### src/rtl/ole_pkg.sv
// ----------------------------------------------------------------------------
// ole_pkg: shared constants for the ordered list engine
// Capacity, derived widths, operation codes and status codes.
// ----------------------------------------------------------------------------
`default_nettype none

package ole_pkg;

   // Storage size and derived widths
   localparam int CAPACITY = 64;
   localparam int ADDR_W   = $clog2(CAPACITY);
   localparam int CNT_W    = $clog2(CAPACITY + 1);
   localparam int CMP_W    = ((CNT_W > 7) ? CNT_W : 7) + 1;

   // Operation codes
   localparam logic [2:0] OP_INS_FRONT = 3'd0;
   localparam logic [2:0] OP_INS_REAR  = 3'd1;
   localparam logic [2:0] OP_DEL_FRONT = 3'd2;
   localparam logic [2:0] OP_DEL_REAR  = 3'd3;
   localparam logic [2:0] OP_INS_POS   = 3'd4;
   localparam logic [2:0] OP_DEL_POS   = 3'd5;
   localparam logic [2:0] OP_READ_POS  = 3'd6;
   localparam logic [2:0] OP_FIND      = 3'd7;

   // Status codes
   localparam logic [2:0] ST_OK       = 3'd0;
   localparam logic [2:0] ST_EMPTY    = 3'd1;
   localparam logic [2:0] ST_INVALID  = 3'd2;
   localparam logic [2:0] ST_BOUNDS   = 3'd3;
   localparam logic [2:0] ST_NOTFOUND = 3'd4;
   localparam logic [2:0] ST_FULL     = 3'd5;

endpackage

`default_nettype wire

### src/rtl/ordered_list_engine.sv
// ----------------------------------------------------------------------------
// ordered_list_engine: ordered sequence of signed 32-bit entries
// Packed entry memory plus a count. Inserts and deletes shift entries one
// per cycle through the memory port; find scans with one comparator.
// ----------------------------------------------------------------------------
//
//  channel  direction  handshake            payload
//  req      in         req_valid/req_stall  req_op, req_item_value, req_place
//  rsp      out        rsp_valid/rsp_stall  rsp_status, rsp_read_value,
//                                           rsp_found_place, rsp_entry_count
//
//  A rejected request goes straight to the finish step; read passes through S_READ and S_RDATA.
//  Insert and delete shift the entries behind the place, one entry per cycle through
//  the memory's read and write port.
//  Find scans from the front and stops at the first match, or answers not found
//  after the last entry or at once on an empty list.
//  Reset clears the count, sequencer state and response valid; entry memory is not cleared.
//  Requests stall while one is in progress; a waiting response does not
//  block the next request, which finishes once the response register frees.
// ----------------------------------------------------------------------------
`default_nettype none

module ordered_list_engine (
   input  wire                 clock,
   input  wire                 reset,
   input  wire                 req_valid,
   output logic                req_stall,
   input  wire  [2:0]          req_op,
   input  wire  signed [31:0]  req_item_value,
   input  wire  [6:0]          req_place,
   output logic                rsp_valid,
   input  wire                 rsp_stall,
   output logic [2:0]          rsp_status,
   output logic signed [31:0]  rsp_read_value,
   output logic [6:0]          rsp_found_place,
   output logic [6:0]          rsp_entry_count
);

   localparam int AW = ole_pkg::ADDR_W;
   localparam int CW = ole_pkg::CNT_W;
   localparam int XW = ole_pkg::CMP_W;

   // Sequencer states
   localparam logic [2:0] S_IDLE   = 3'd0;
   localparam logic [2:0] S_SHIFT  = 3'd1;
   localparam logic [2:0] S_READ   = 3'd2;
   localparam logic [2:0] S_RDATA  = 3'd3;
   localparam logic [2:0] S_SCAN   = 3'd4;
   localparam logic [2:0] S_FINISH = 3'd5;

   logic [2:0]          state_ff, state_in;
   logic [CW-1:0]       count_ff, count_in;
   logic [AW-1:0]       ptr_ff, ptr_in;
   logic [CW-1:0]       rem_ff, rem_in;
   logic                pend_ff, pend_in;
   logic [AW-1:0]       wa_ff, wa_in;
   logic                up_ff, up_in;
   logic [AW-1:0]       idx_ff, idx_in;
   logic signed [31:0]  val_ff, val_in;
   logic [2:0]          st_ff, st_in;
   logic signed [31:0]  rdv_ff, rdv_in;
   logic [6:0]          fnd_ff, fnd_in;

   logic                rsp_valid_ff;
   logic [2:0]          rsp_status_ff;
   logic signed [31:0]  rsp_read_value_ff;
   logic [6:0]          rsp_found_place_ff;
   logic [6:0]          rsp_entry_count_ff;
   logic                rsp_load;

   // Entry memory: one write and one registered read per cycle
   logic signed [31:0]  mem [ole_pkg::CAPACITY];
   logic signed [31:0]  rd_data_ff;
   logic                wr_en;
   logic [AW-1:0]       wr_addr;
   logic signed [31:0]  wr_data;

   logic                accept;
   logic [XW-1:0]       p_ext, c_ext, cap_ext;
   logic                hit;

   assign accept    = req_valid && !req_stall;
   assign req_stall = (state_ff != S_IDLE);
   assign p_ext     = XW'(req_place);
   assign c_ext     = XW'(count_ff);
   assign cap_ext   = XW'(ole_pkg::CAPACITY);
   assign hit       = pend_ff && (rd_data_ff == val_ff);

   always_ff @(posedge clock) begin
      if (wr_en) begin
         mem[wr_addr] <= wr_data;
      end
      rd_data_ff <= mem[ptr_ff];
   end

   // Sequencer and shared datapath
   always_comb begin
      logic          do_ins;
      logic          do_del;
      logic [AW-1:0] sel_idx;

      do_ins    = 1'b0;
      do_del    = 1'b0;
      sel_idx   = '0;
      state_in  = state_ff;
      count_in  = count_ff;
      ptr_in    = ptr_ff;
      rem_in    = rem_ff;
      pend_in   = pend_ff;
      wa_in     = wa_ff;
      up_in     = up_ff;
      idx_in    = idx_ff;
      val_in    = val_ff;
      st_in     = st_ff;
      rdv_in    = rdv_ff;
      fnd_in    = fnd_ff;
      wr_en     = 1'b0;
      wr_addr   = wa_ff;
      wr_data   = rd_data_ff;
      rsp_load  = 1'b0;

      unique case (state_ff)
         S_IDLE: begin
            if (accept) begin
               state_in = S_FINISH;
               val_in   = req_item_value;
               st_in    = ole_pkg::ST_OK;
               rdv_in   = '0;
               fnd_in   = '0;
               pend_in  = 1'b0;
               // decode the request and check it against the count
               unique case (req_op) inside
                  ole_pkg::OP_INS_FRONT, ole_pkg::OP_INS_REAR: begin
                     if (c_ext >= cap_ext) begin
                        st_in = ole_pkg::ST_FULL;
                     end else begin
                        do_ins  = 1'b1;
                        sel_idx = (req_op == ole_pkg::OP_INS_FRONT) ? '0 : AW'(count_ff);
                     end
                  end
                  ole_pkg::OP_DEL_FRONT, ole_pkg::OP_DEL_REAR: begin
                     if (count_ff == '0) begin
                        st_in = ole_pkg::ST_EMPTY;
                     end else begin
                        do_del  = 1'b1;
                        sel_idx = (req_op == ole_pkg::OP_DEL_FRONT) ? '0 :
                                  AW'(c_ext - XW'(1));
                     end
                  end
                  ole_pkg::OP_INS_POS: begin
                     if (req_place == '0) begin
                        st_in = ole_pkg::ST_INVALID;
                     end else if (c_ext >= cap_ext) begin
                        st_in = ole_pkg::ST_FULL;
                     end else if (p_ext > c_ext + XW'(1)) begin
                        st_in = ole_pkg::ST_BOUNDS;
                     end else begin
                        do_ins  = 1'b1;
                        sel_idx = AW'(p_ext - XW'(1));
                     end
                  end
                  ole_pkg::OP_DEL_POS: begin
                     if (count_ff == '0) begin
                        st_in = ole_pkg::ST_EMPTY;
                     end else if (req_place == '0) begin
                        st_in = ole_pkg::ST_INVALID;
                     end else if (p_ext > c_ext) begin
                        st_in = ole_pkg::ST_BOUNDS;
                     end else begin
                        do_del  = 1'b1;
                        sel_idx = AW'(p_ext - XW'(1));
                     end
                  end
                  ole_pkg::OP_READ_POS: begin
                     if (req_place == '0) begin
                        st_in = ole_pkg::ST_INVALID;
                     end else if (p_ext > c_ext) begin
                        st_in = ole_pkg::ST_BOUNDS;
                     end else begin
                        ptr_in   = AW'(p_ext - XW'(1));
                        state_in = S_READ;
                     end
                  end
                  default: begin
                     ptr_in   = '0;
                     rem_in   = count_ff;
                     state_in = S_SCAN;
                  end
               endcase
               // set up the shift: insert moves the tail up, delete moves it down
               if (do_ins) begin
                  idx_in   = sel_idx;
                  up_in    = 1'b1;
                  rem_in   = CW'(c_ext - XW'(sel_idx));
                  ptr_in   = AW'(c_ext - XW'(1));
                  state_in = S_SHIFT;
               end else if (do_del) begin
                  idx_in   = sel_idx;
                  up_in    = 1'b0;
                  rem_in   = CW'(c_ext - XW'(1) - XW'(sel_idx));
                  ptr_in   = AW'(XW'(sel_idx) + XW'(1));
                  state_in = S_SHIFT;
               end
            end
         end

         S_SHIFT: begin
            // write back the entry read last cycle, or finish the request
            if (pend_ff) begin
               wr_en   = 1'b1;
               wr_addr = wa_ff;
               wr_data = rd_data_ff;
            end else if (rem_ff == '0) begin
               if (up_ff) begin
                  wr_en    = 1'b1;
                  wr_addr  = idx_ff;
                  wr_data  = val_ff;
                  count_in = count_ff + CW'(1);
               end else begin
                  count_in = count_ff - CW'(1);
               end
               state_in = S_FINISH;
            end
            // issue the next read
            if (rem_ff != '0) begin
               rem_in  = rem_ff - CW'(1);
               pend_in = 1'b1;
               wa_in   = up_ff ? ptr_ff + AW'(1) : ptr_ff - AW'(1);
               ptr_in  = up_ff ? ptr_ff - AW'(1) : ptr_ff + AW'(1);
            end else begin
               pend_in = 1'b0;
            end
         end

         S_READ: begin
            state_in = S_RDATA;
         end

         S_RDATA: begin
            rdv_in   = rd_data_ff;
            state_in = S_FINISH;
         end

         S_SCAN: begin
            // compare the entry read last cycle, stop at the first match
            if (hit) begin
               fnd_in   = 7'(CW'(wa_ff) + CW'(1));
               st_in    = ole_pkg::ST_OK;
               state_in = S_FINISH;
            end else if (!pend_ff && rem_ff == '0) begin
               st_in    = ole_pkg::ST_NOTFOUND;
               state_in = S_FINISH;
            end
            if (rem_ff != '0) begin
               rem_in  = rem_ff - CW'(1);
               pend_in = 1'b1;
               wa_in   = ptr_ff;
               ptr_in  = ptr_ff + AW'(1);
            end else begin
               pend_in = 1'b0;
            end
         end

         S_FINISH: begin
            // hand the result over once the response register is free
            if (!rsp_valid_ff || !rsp_stall) begin
               rsp_load = 1'b1;
               state_in = S_IDLE;
            end
         end

         default: begin
            state_in = S_IDLE;
         end
      endcase
   end

   // Control registers
   always_ff @(posedge clock) begin
      if (reset) begin
         state_ff     <= S_IDLE;
         count_ff     <= '0;
         pend_ff      <= 1'b0;
         rsp_valid_ff <= 1'b0;
      end else begin
         state_ff <= state_in;
         count_ff <= count_in;
         pend_ff  <= pend_in;
         if (rsp_load) begin
            rsp_valid_ff <= 1'b1;
         end else if (!rsp_stall) begin
            rsp_valid_ff <= 1'b0;
         end
      end
   end

   // Payload registers
   always_ff @(posedge clock) begin
      ptr_ff <= ptr_in;
      rem_ff <= rem_in;
      wa_ff  <= wa_in;
      up_ff  <= up_in;
      idx_ff <= idx_in;
      val_ff <= val_in;
      st_ff  <= st_in;
      rdv_ff <= rdv_in;
      fnd_ff <= fnd_in;
      if (rsp_load) begin
         rsp_status_ff      <= st_ff;
         rsp_read_value_ff  <= rdv_ff;
         rsp_found_place_ff <= fnd_ff;
         rsp_entry_count_ff <= 7'(count_ff);
      end
   end

   assign rsp_valid       = rsp_valid_ff;
   assign rsp_status      = rsp_status_ff;
   assign rsp_read_value  = rsp_read_value_ff;
   assign rsp_found_place = rsp_found_place_ff;
   assign rsp_entry_count = rsp_entry_count_ff;

`ifndef ASSERT_OFF
   a_count_bound: assert property (@(posedge clock) disable iff (reset)
      XW'(count_ff) <= XW'(ole_pkg::CAPACITY))
      else $error("entry count above capacity");

   a_count_only_in_shift: assert property (@(posedge clock) disable iff (reset)
      (!$past(reset) && (count_ff != $past(count_ff))) |-> ($past(state_ff) == S_SHIFT))
      else $error("entry count changed outside a shift");

   a_rsp_from_finish: assert property (@(posedge clock) disable iff (reset)
      (!$past(reset) && $rose(rsp_valid_ff)) |-> ($past(state_ff) == S_FINISH))
      else $error("response raised outside the finish step");
`endif

endmodule

`default_nettype wire
### config.mk
export PLATFORM = sky130hd
export DESIGN_NAME = ordered_list_engine
export DESIGN_NICKNAME = d
export VERILOG_FILES = /design/src/rtl/ole_pkg.sv /design/src/rtl/ordered_list_engine.sv
export SDC_FILE = /design/constraint.sdc
export NUM_CORES = 2
export LEC_CHECK = 0
export BUFFER_PORTS_ARGS = -buffer_cell sky130_fd_sc_hd__buf_2
export CAP_MARGIN = 20
export CORE_UTILIZATION = 35
export DETAILED_ROUTE_END_ITERATION = 12
export SETUP_SLACK_MARGIN = 0.1
export SYNTH_ARGS = -nofsm -noshare
export SYNTH_HDL_FRONTEND = slang
export SYNTH_SLANG_ARGS = --single-unit
### constraint.sdc
create_clock -name clock -period 10.3 [get_ports clock]
set_clock_uncertainty 0.05 [all_clocks]
set_input_delay 0 -clock clock [delete_from_list [all_inputs] [get_ports clock]]
set_output_delay 0 -clock clock [all_outputs]
set_load 0.01 [all_outputs]
# Yosys cells after proc, flatten, opt, wreduce, memory -nomap -nowiden
# Memory sizes are Yosys's and may differ from the RTL's. A register that Yosys moved wholly into a read port is not among the register bits.
# Index checks and enable logic that the tools add are counted.
# totals
regBits,161
latch_bits,0
ram_bits,2048
rom_bits,0
inputBits,46
out_inout_bits,51
elab_cells,199
memories,1
# op_classes
addsub,12
multipliers,0
div_mod_pow,0
order_cmp,3
n_eq_ne,26
shift,0
n_mux,102
n_bitwise,1
n_reduce_logical,37
# mem_list
memory,words,word_bits,read_ports,rd_ports_with_merged_regs,wr,line_no,text
mem,64,32,1,1,1,ordered_list_engine.sv:72,logic signed [31:0] mem [ole_pkg::CAPACITY];
# op_table
operator,n
$mux 6,29
$mux 32,5
$pmux 32 s2,1
$mux 7,8
$mux 3,18
$eq 32x32->1,1
$pmux 7 s2,2
$mux 1,26
$pmux 6 s2,2
$pmux 6 s4,1
$logic_not 7->1,3
$sub 7x1->7 const B,3
$pmux 3 s6,1
$pmux 6 s3,1
$eq 3x3->1 const B,5
$pmux 3 s5,1
$reduce_and 3->1,5
$ne 2x2->1 const B,7
$sub 7x6->7,2
$add 6x1->6 const B,2
$eq 3x2->1 const B,4
$pmux 3 s2,2
$sub 6x1->6 const B,2
$ne 5x5->1 const B,2
27 further kinds,48

# Depth between registers and ports, before layout
# logic_depth
ltp_word,13
ltp_mapped,22
mapped_depth_nobuf,22

# Worst setup path before layout
# No wires, ideal clock.
# synth_path
kind,register to register
startpoint,reg count_ff[2]
endpoint,"reg rem_ff[6], data pin"
setup_time_ps,263
arrival_time_ps,4113
t_required_ps,9987
setup_slack_ps,5874
stages_incl_launch_ff,23
n_path_buf,1
synth_period_minus_slack_ps,4426
path_cell_list,dfxtp_1 buf_1 nand3_1 nor3_1 xnor2_1 ha_1 a21o_1 a21oi_1 nand3_1 a21oi_1 nor2_2 o21ai_0 ha_1 inv_1 fa_1 a21o_1 a21oi_1 o21bai_1 a21oi_1 xnor2_1 nand2_1 nor3_1 a211oi_1
# synth_between
elab_chain_len,13
elab_cells_between_ends,39
cone_classes,4 x add/sub; 3 x order compare; 31 x mux; 1 x reduce/logical
# synth_lines
item,line_no,text
from (decl),ordered_list_engine.sv:52,"logic [CW-1:0] count_ff, count_in;"
from (signal assigned),ordered_list_engine.sv:287,count_ff <= count_in;
$add 7x1->8,ordered_list_engine.sv:155,end else if (p_ext > c_ext + XW'(1)) begin
$gt 7x8->1,ordered_list_engine.sv:155,
$mux 6,ordered_list_engine.sv:155,
$mux 6,ordered_list_engine.sv:153,end else if (c_ext >= cap_ext) begin
$mux 6,ordered_list_engine.sv:151,if (req_place == '0) begin
$pmux 6 s4,ordered_list_engine.sv:132,unique case (req_op) inside
$mux 6,ordered_list_engine.sv:124,if (accept) begin
$mux 6,ordered_list_engine.sv:122,unique case (state_ff)
$sub 7x6->7,ordered_list_engine.sv:200,rem_in = CW'(c_ext - XW'(1) - XW'(sel_idx));
$mux 7,ordered_list_engine.sv:197,end else if (do_del) begin
$mux 7 (*),ordered_list_engine.sv:191,if (do_ins) begin
$mux 7 (*),ordered_list_engine.sv:124,
$pmux 7 s2 (*),ordered_list_engine.sv:122,
via rem_in[6],ordered_list_engine.sv:54,"logic [CW-1:0] rem_ff, rem_in;"
to (signal assigned),ordered_list_engine.sv:300,rem_ff <= rem_in;
to (decl),ordered_list_engine.sv:54,
# Mark *: on every way through the listed nets, which the timed path passes. The rest lies on a longest branch. The select of a mux whose other input is x is not followed.
# A chain may end at the register's enable or synchronous reset.

# Worst setup path in the final report
# layout_path
startpoint,reg count_ff[0]
endpoint,"reg rem_ff[6], data pin"
# The elaborated chain is that of the path after synthesis.

==> summary.md <==
| Metric | Value |
|---|---|
| Type of origin of the critical path | `flip-flop` |
| Initial antenna violation count | `13` |
| Fin nets | `between 4000 and 5000` |
| Post-route DRC | `0` |
| Min-Delay Path Class | `input pin to flip-flop` |
| GRT Util Overall | `roughly 19%` |
| Synth Area in Compound Gates | `about 4.2%` |
| Sequential area share after synthesis | `about 76%` |
| Power, Total | `29.8 mW` |
| Synth unique cells | `62` |
| Flops & latches, synth | `roughly 2200` |
| Pwr/cell area | `just under 300 nW/um2` |
| Uppermost layer routed | `met5` |
| Die Span X | `approximately 500 um` |
| DR vias | `between 40000 and 50000` |
| Leak Pwr | `roughly 32 nW` |
| RePlAce Congestion | `roughly 0.85` |
| Ports | `97` |
| Tmin final | `about 5.4 ns` |
| Post-synthesis simple-gate area fraction | `approximately 2.6%` |
| Largest net degree at the start of global routing | `between 100 and 150` |
| Met1 wire length | `104 mm` |
| Clock transition at the registers of the reported paths | `approximately 0.06 ns` |
| Leading area contributor after synthesis | `edfxtp_1` |
| Slowest CP cell | `dfxtp_1` |
| Post-CTS Setup Inserts | `0` |
| Setup crit end kind | `flip-flop` |
| Chip Height | `a little over 500 um` |
| Reg2reg setup slack | `a little under 5 ns` |
| Cts bufs inserted | `~220` |
| Status | `finished clean` |
| Share of the clock period used by the worst path | `between 50% and 60%` |
| Rel. slew slack | `27.0%` |
| Worst stage delay on the critical path | `0.63 ns` |
| Detailed Route WL | `between 200 and 250 mm` |
| # port buffers | `between 90 and 100` |
| Wire length per cell | `around 30 um` |
| Core area | `249000 um2` |
| Async SR Flop Fraction | `0%` |
| Post-Syn Area | `approximately 88000 um2` |
| # rows | `around 180` |
| Clock Sinks | `~2200` |
| Critical Path RT | `roughly 11 ns` |
| Yosys top cell area share | `75.1%` |
| CTS tree | `built` |
| CP max FO | `10` |
| Crit-path cells | `inv_1 > ha_1 > inv_1 > ha_1 > nor2b_1 > o211ai_1 > nand3_1 > a21oi_1 > nor2_2 > o21ai_0 > ha_1 > inv_1 > fa_1 > a21o_1 > a21oi_1 > o21bai_1 > a21oi_1 > xnor2_1 > nand2_1 > nor3_1 > a211oi_1` |
| Unrepaired setup endpoints after global routing | `false` |
| Top post-synthesis cells by area | `edfxtp_1 (75%), mux4_2 (9.7%), mux2i_1 (4.1%)` |
| Slew @ Worst Pin | `between 1 and 1.5 ns` |
| Kind of critical path | `flip-flop to flip-flop` |
| Global-route wire length before repair | `346 mm` |
| Predominant post-synthesis flop cell | `edfxtp_1` |
| Area growth, synth to finish | `15.7%` |
| Post-synth EDFFs | `between 2000 and 2500` |
| Max IR drop VDD | `approximately 0.00024 V` |
| Met3 Wirelength | `~22 mm` |
| Largest family of logic cells by synthesized area | `multiplexers` |
| DRT iter0 DRCs | `roughly 5500` |
| Drt first pass iters | `7` |
| Mean Syn Cell Area | `19.8 um2` |
| Met2 routed WL | `about 110 mm` |
| Clock buffer depth | `3` |
| Die area | `around 250000 um2` |
| Worst-Skew Late Latency | `roughly 0.9 ns` |
| Setup violations, final | `0` |
| Fin. max-slew vios | `0` |
| Setup TNS | `0 ns` |
| Synth Instances | `4441` |
| Max cap viols | `0` |
| Routed Antenna Nets | `0` |
| Adder-Cell Fraction of Synth Area | `less than 1%` |
| Layout cells sized above 1 | `approximately 22%` |
| Data arrival time of the worst path | `a little under 6 ns` |
| Fillers | `22000` |
| Post-DR vias/cell | `5.58` |
| Final Hold Violating Endpoints | `0` |
| Htree depth | `4` |
| HPWL Detailed | `139 mm` |
| Vias in the first global route | `45200` |
| Synth Warn # | `0` |
| Maximum clock rate | `0.186 GHz` |
| Multiplexer area fraction after synthesis | `between 10% and 20%` |
| CTS Root Cell | `clkbuf_16` |
| Syn Nets | `between 4000 and 5000` |
| Starting Density | `a little over a third` |
| Synth Area in XOR/XNOR | `less than 1%` |
| Residual overflow from global routing | `0` |
## registers in the layout, summed over array words and instances (netlist names)
name and flops:
val_ff 32, wa_ff 6, rdv_ff 32, pend_ff 1, mem 2048, rem_ff 7, idx_ff 6, rsp_entry_count 7
state_ff 3, rd_data_ff 32, rsp_valid 1, st_ff 3, rsp_read_value 32, up_ff 1, fnd_ff 7, count_ff 7
ptr_ff 6, rsp_found_place 7, rsp_status 3
## path summary, 6_finish.rpt
path	from	end	cells after the start
min reg2reg	rdv_ff[0]$_SDFFCE_PN0P_	rsp_read_value[0]$_DFFE_PP_	0
min	req_place[5]	ptr_ff[5]$_DFFE_PP_	5
max reg2reg	count_ff[0]$_SDFFE_PP0P_	rem_ff[6]$_DFFE_PP_	21
max	count_ff[0]$_SDFFE_PP0P_	rem_ff[6]$_DFFE_PP_	21
## worst max-delay path: cells and delay by family (launching register included)
kind | cells | cell delay [ns]
AO/OA/AOI/OAI | 8 | 1.73
XOR/XNOR | 1 | 0.14
adder cells (fa/ha/maj) | 4 | 1.38
buffers and inverters | 3 | 0.52
flip-flops | 1 | 0.63
AND/OR/NAND/NOR | 5 | 0.67
## layer usage
| metal | GRT usage, % | vias up |
|---|---|---|
| met5 | 0 | - |
| met4 | 4.65 | 2 |
| met3 | 3.66 | 308 |
| met2 | 30.3 | 2107 |
| met1 | 27.5 | 24700 |
| li1 | - | 19000 |
## repair_timing
action | in CTS | in global routing
hold buffers | 81 | 0
hold endpoints to repair | 166 | 0
resized for setup | 0 | 0
## cells in the final DEF (no fill, tap or decap), types with 33 or more instances in the layout
cell / instances
and2_1: 44
buf_4: 122
ha_1: 35
nor3_1: 50
buf_2: 96
dfxtp_1: 44
nor2_4: 65
clkbuf_16: 223
o221ai_1: 115
mux4_2: 378
nand3_1: 41
clkbuf_1: 52
inv_1: 33
a211o_1: 39
o22ai_1: 93
xnor2_1: 61
a21oi_1: 146
clkinv_1: 40
edfxtp_1: 2197
o21ai_0: 41
dlygate4sd3_1: 81
mux2i_1: 362
nor2_1: 74
clkinv_2: 39
nand2_1: 102
## synth_stat cells (all sizes together), types with 5 or more instances
cell type	instances
o31a	7
a31oi	21
mux2i	362
nand2b	15
nand4	15
nor3	50
o31ai	8
nor4	10
dfxtp	44
o211ai	13
nand3	42
o221ai	115
a22oi	5
o21ai	43
nor3b	10
mux2	37
nor2b	8
inv	35
xnor2	61
and3	5
xor2	18
mux4	378
a21oi	147
or2	5
or3	25
buf	115
a21o	7
o22ai	93
ha	35
a211oi	21
clkbuf	130
edfxtp	2197
nand2	104
and2	44
nor2	141
a211o	39
a221oi	5
## cells by family (layout without fill, tap and decap cells)
logic type,after synthesis,in the layout
flip-flops,2241,2241
multiplexers,777,777
AO/OA/AOI/OAI,544,544
AND/OR/NAND/NOR,482,482
buffers and inverters,281,775
XOR/XNOR,79,79
adder cells (fa/ha/maj),37,37
other,0,3
## report_power, final
group | internal (mW) | switching [mW] | total, mW | leakage (nW)
logic | 2.97 | 6.48 | 9.45 | 8.66
registers | 11.7 | 0.382 | 12.1 | 20.2
clock network | 4.70 | 3.54 | 8.25 | 3.63
total | 19.4 | 10.4 | 29.8 | 32.5
## final cells by class
type / count / area (um2) / share of cell area, %
clock buffer: 287 / 5940 / 5.85
antenna: 3 / 7.51 / 0.00739
multi-input combinational: 1919 / 20300 / 20.0
sequential: 2241 / 66900 / 65.8
inverter: 36 / 138 / 0.135
timing repair buffer: 320 / 2640 / 2.60
tap: 3330 / 4170 / 4.10
clock inverter: 132 / 1550 / 1.53
## stage by stage
| stage | util [%] | instances | worst slack (ns) | area, um2 | hold slack (ns) |
|---|---|---|---|---|---|
| after global placement | 37.4 | 7751 | 4.89 | 93100 | 0.129 |
| final | 40.8 | 8268 | 4.93 | 102000 | 0.0588 |
| after CTS | 40.8 | 8263 | 4.93 | 102000 | 0.00280 |
| after global routing | 40.8 | 8265 | 4.59 | 102000 | 0.0210 |
| after floorplan | - | 4441 | 5.87 | 87800 | 0.0489 |
| after detailed placement | 37.4 | 7763 | 4.94 | 93300 | 0.128 |
(Power assumes the default switching activity.)
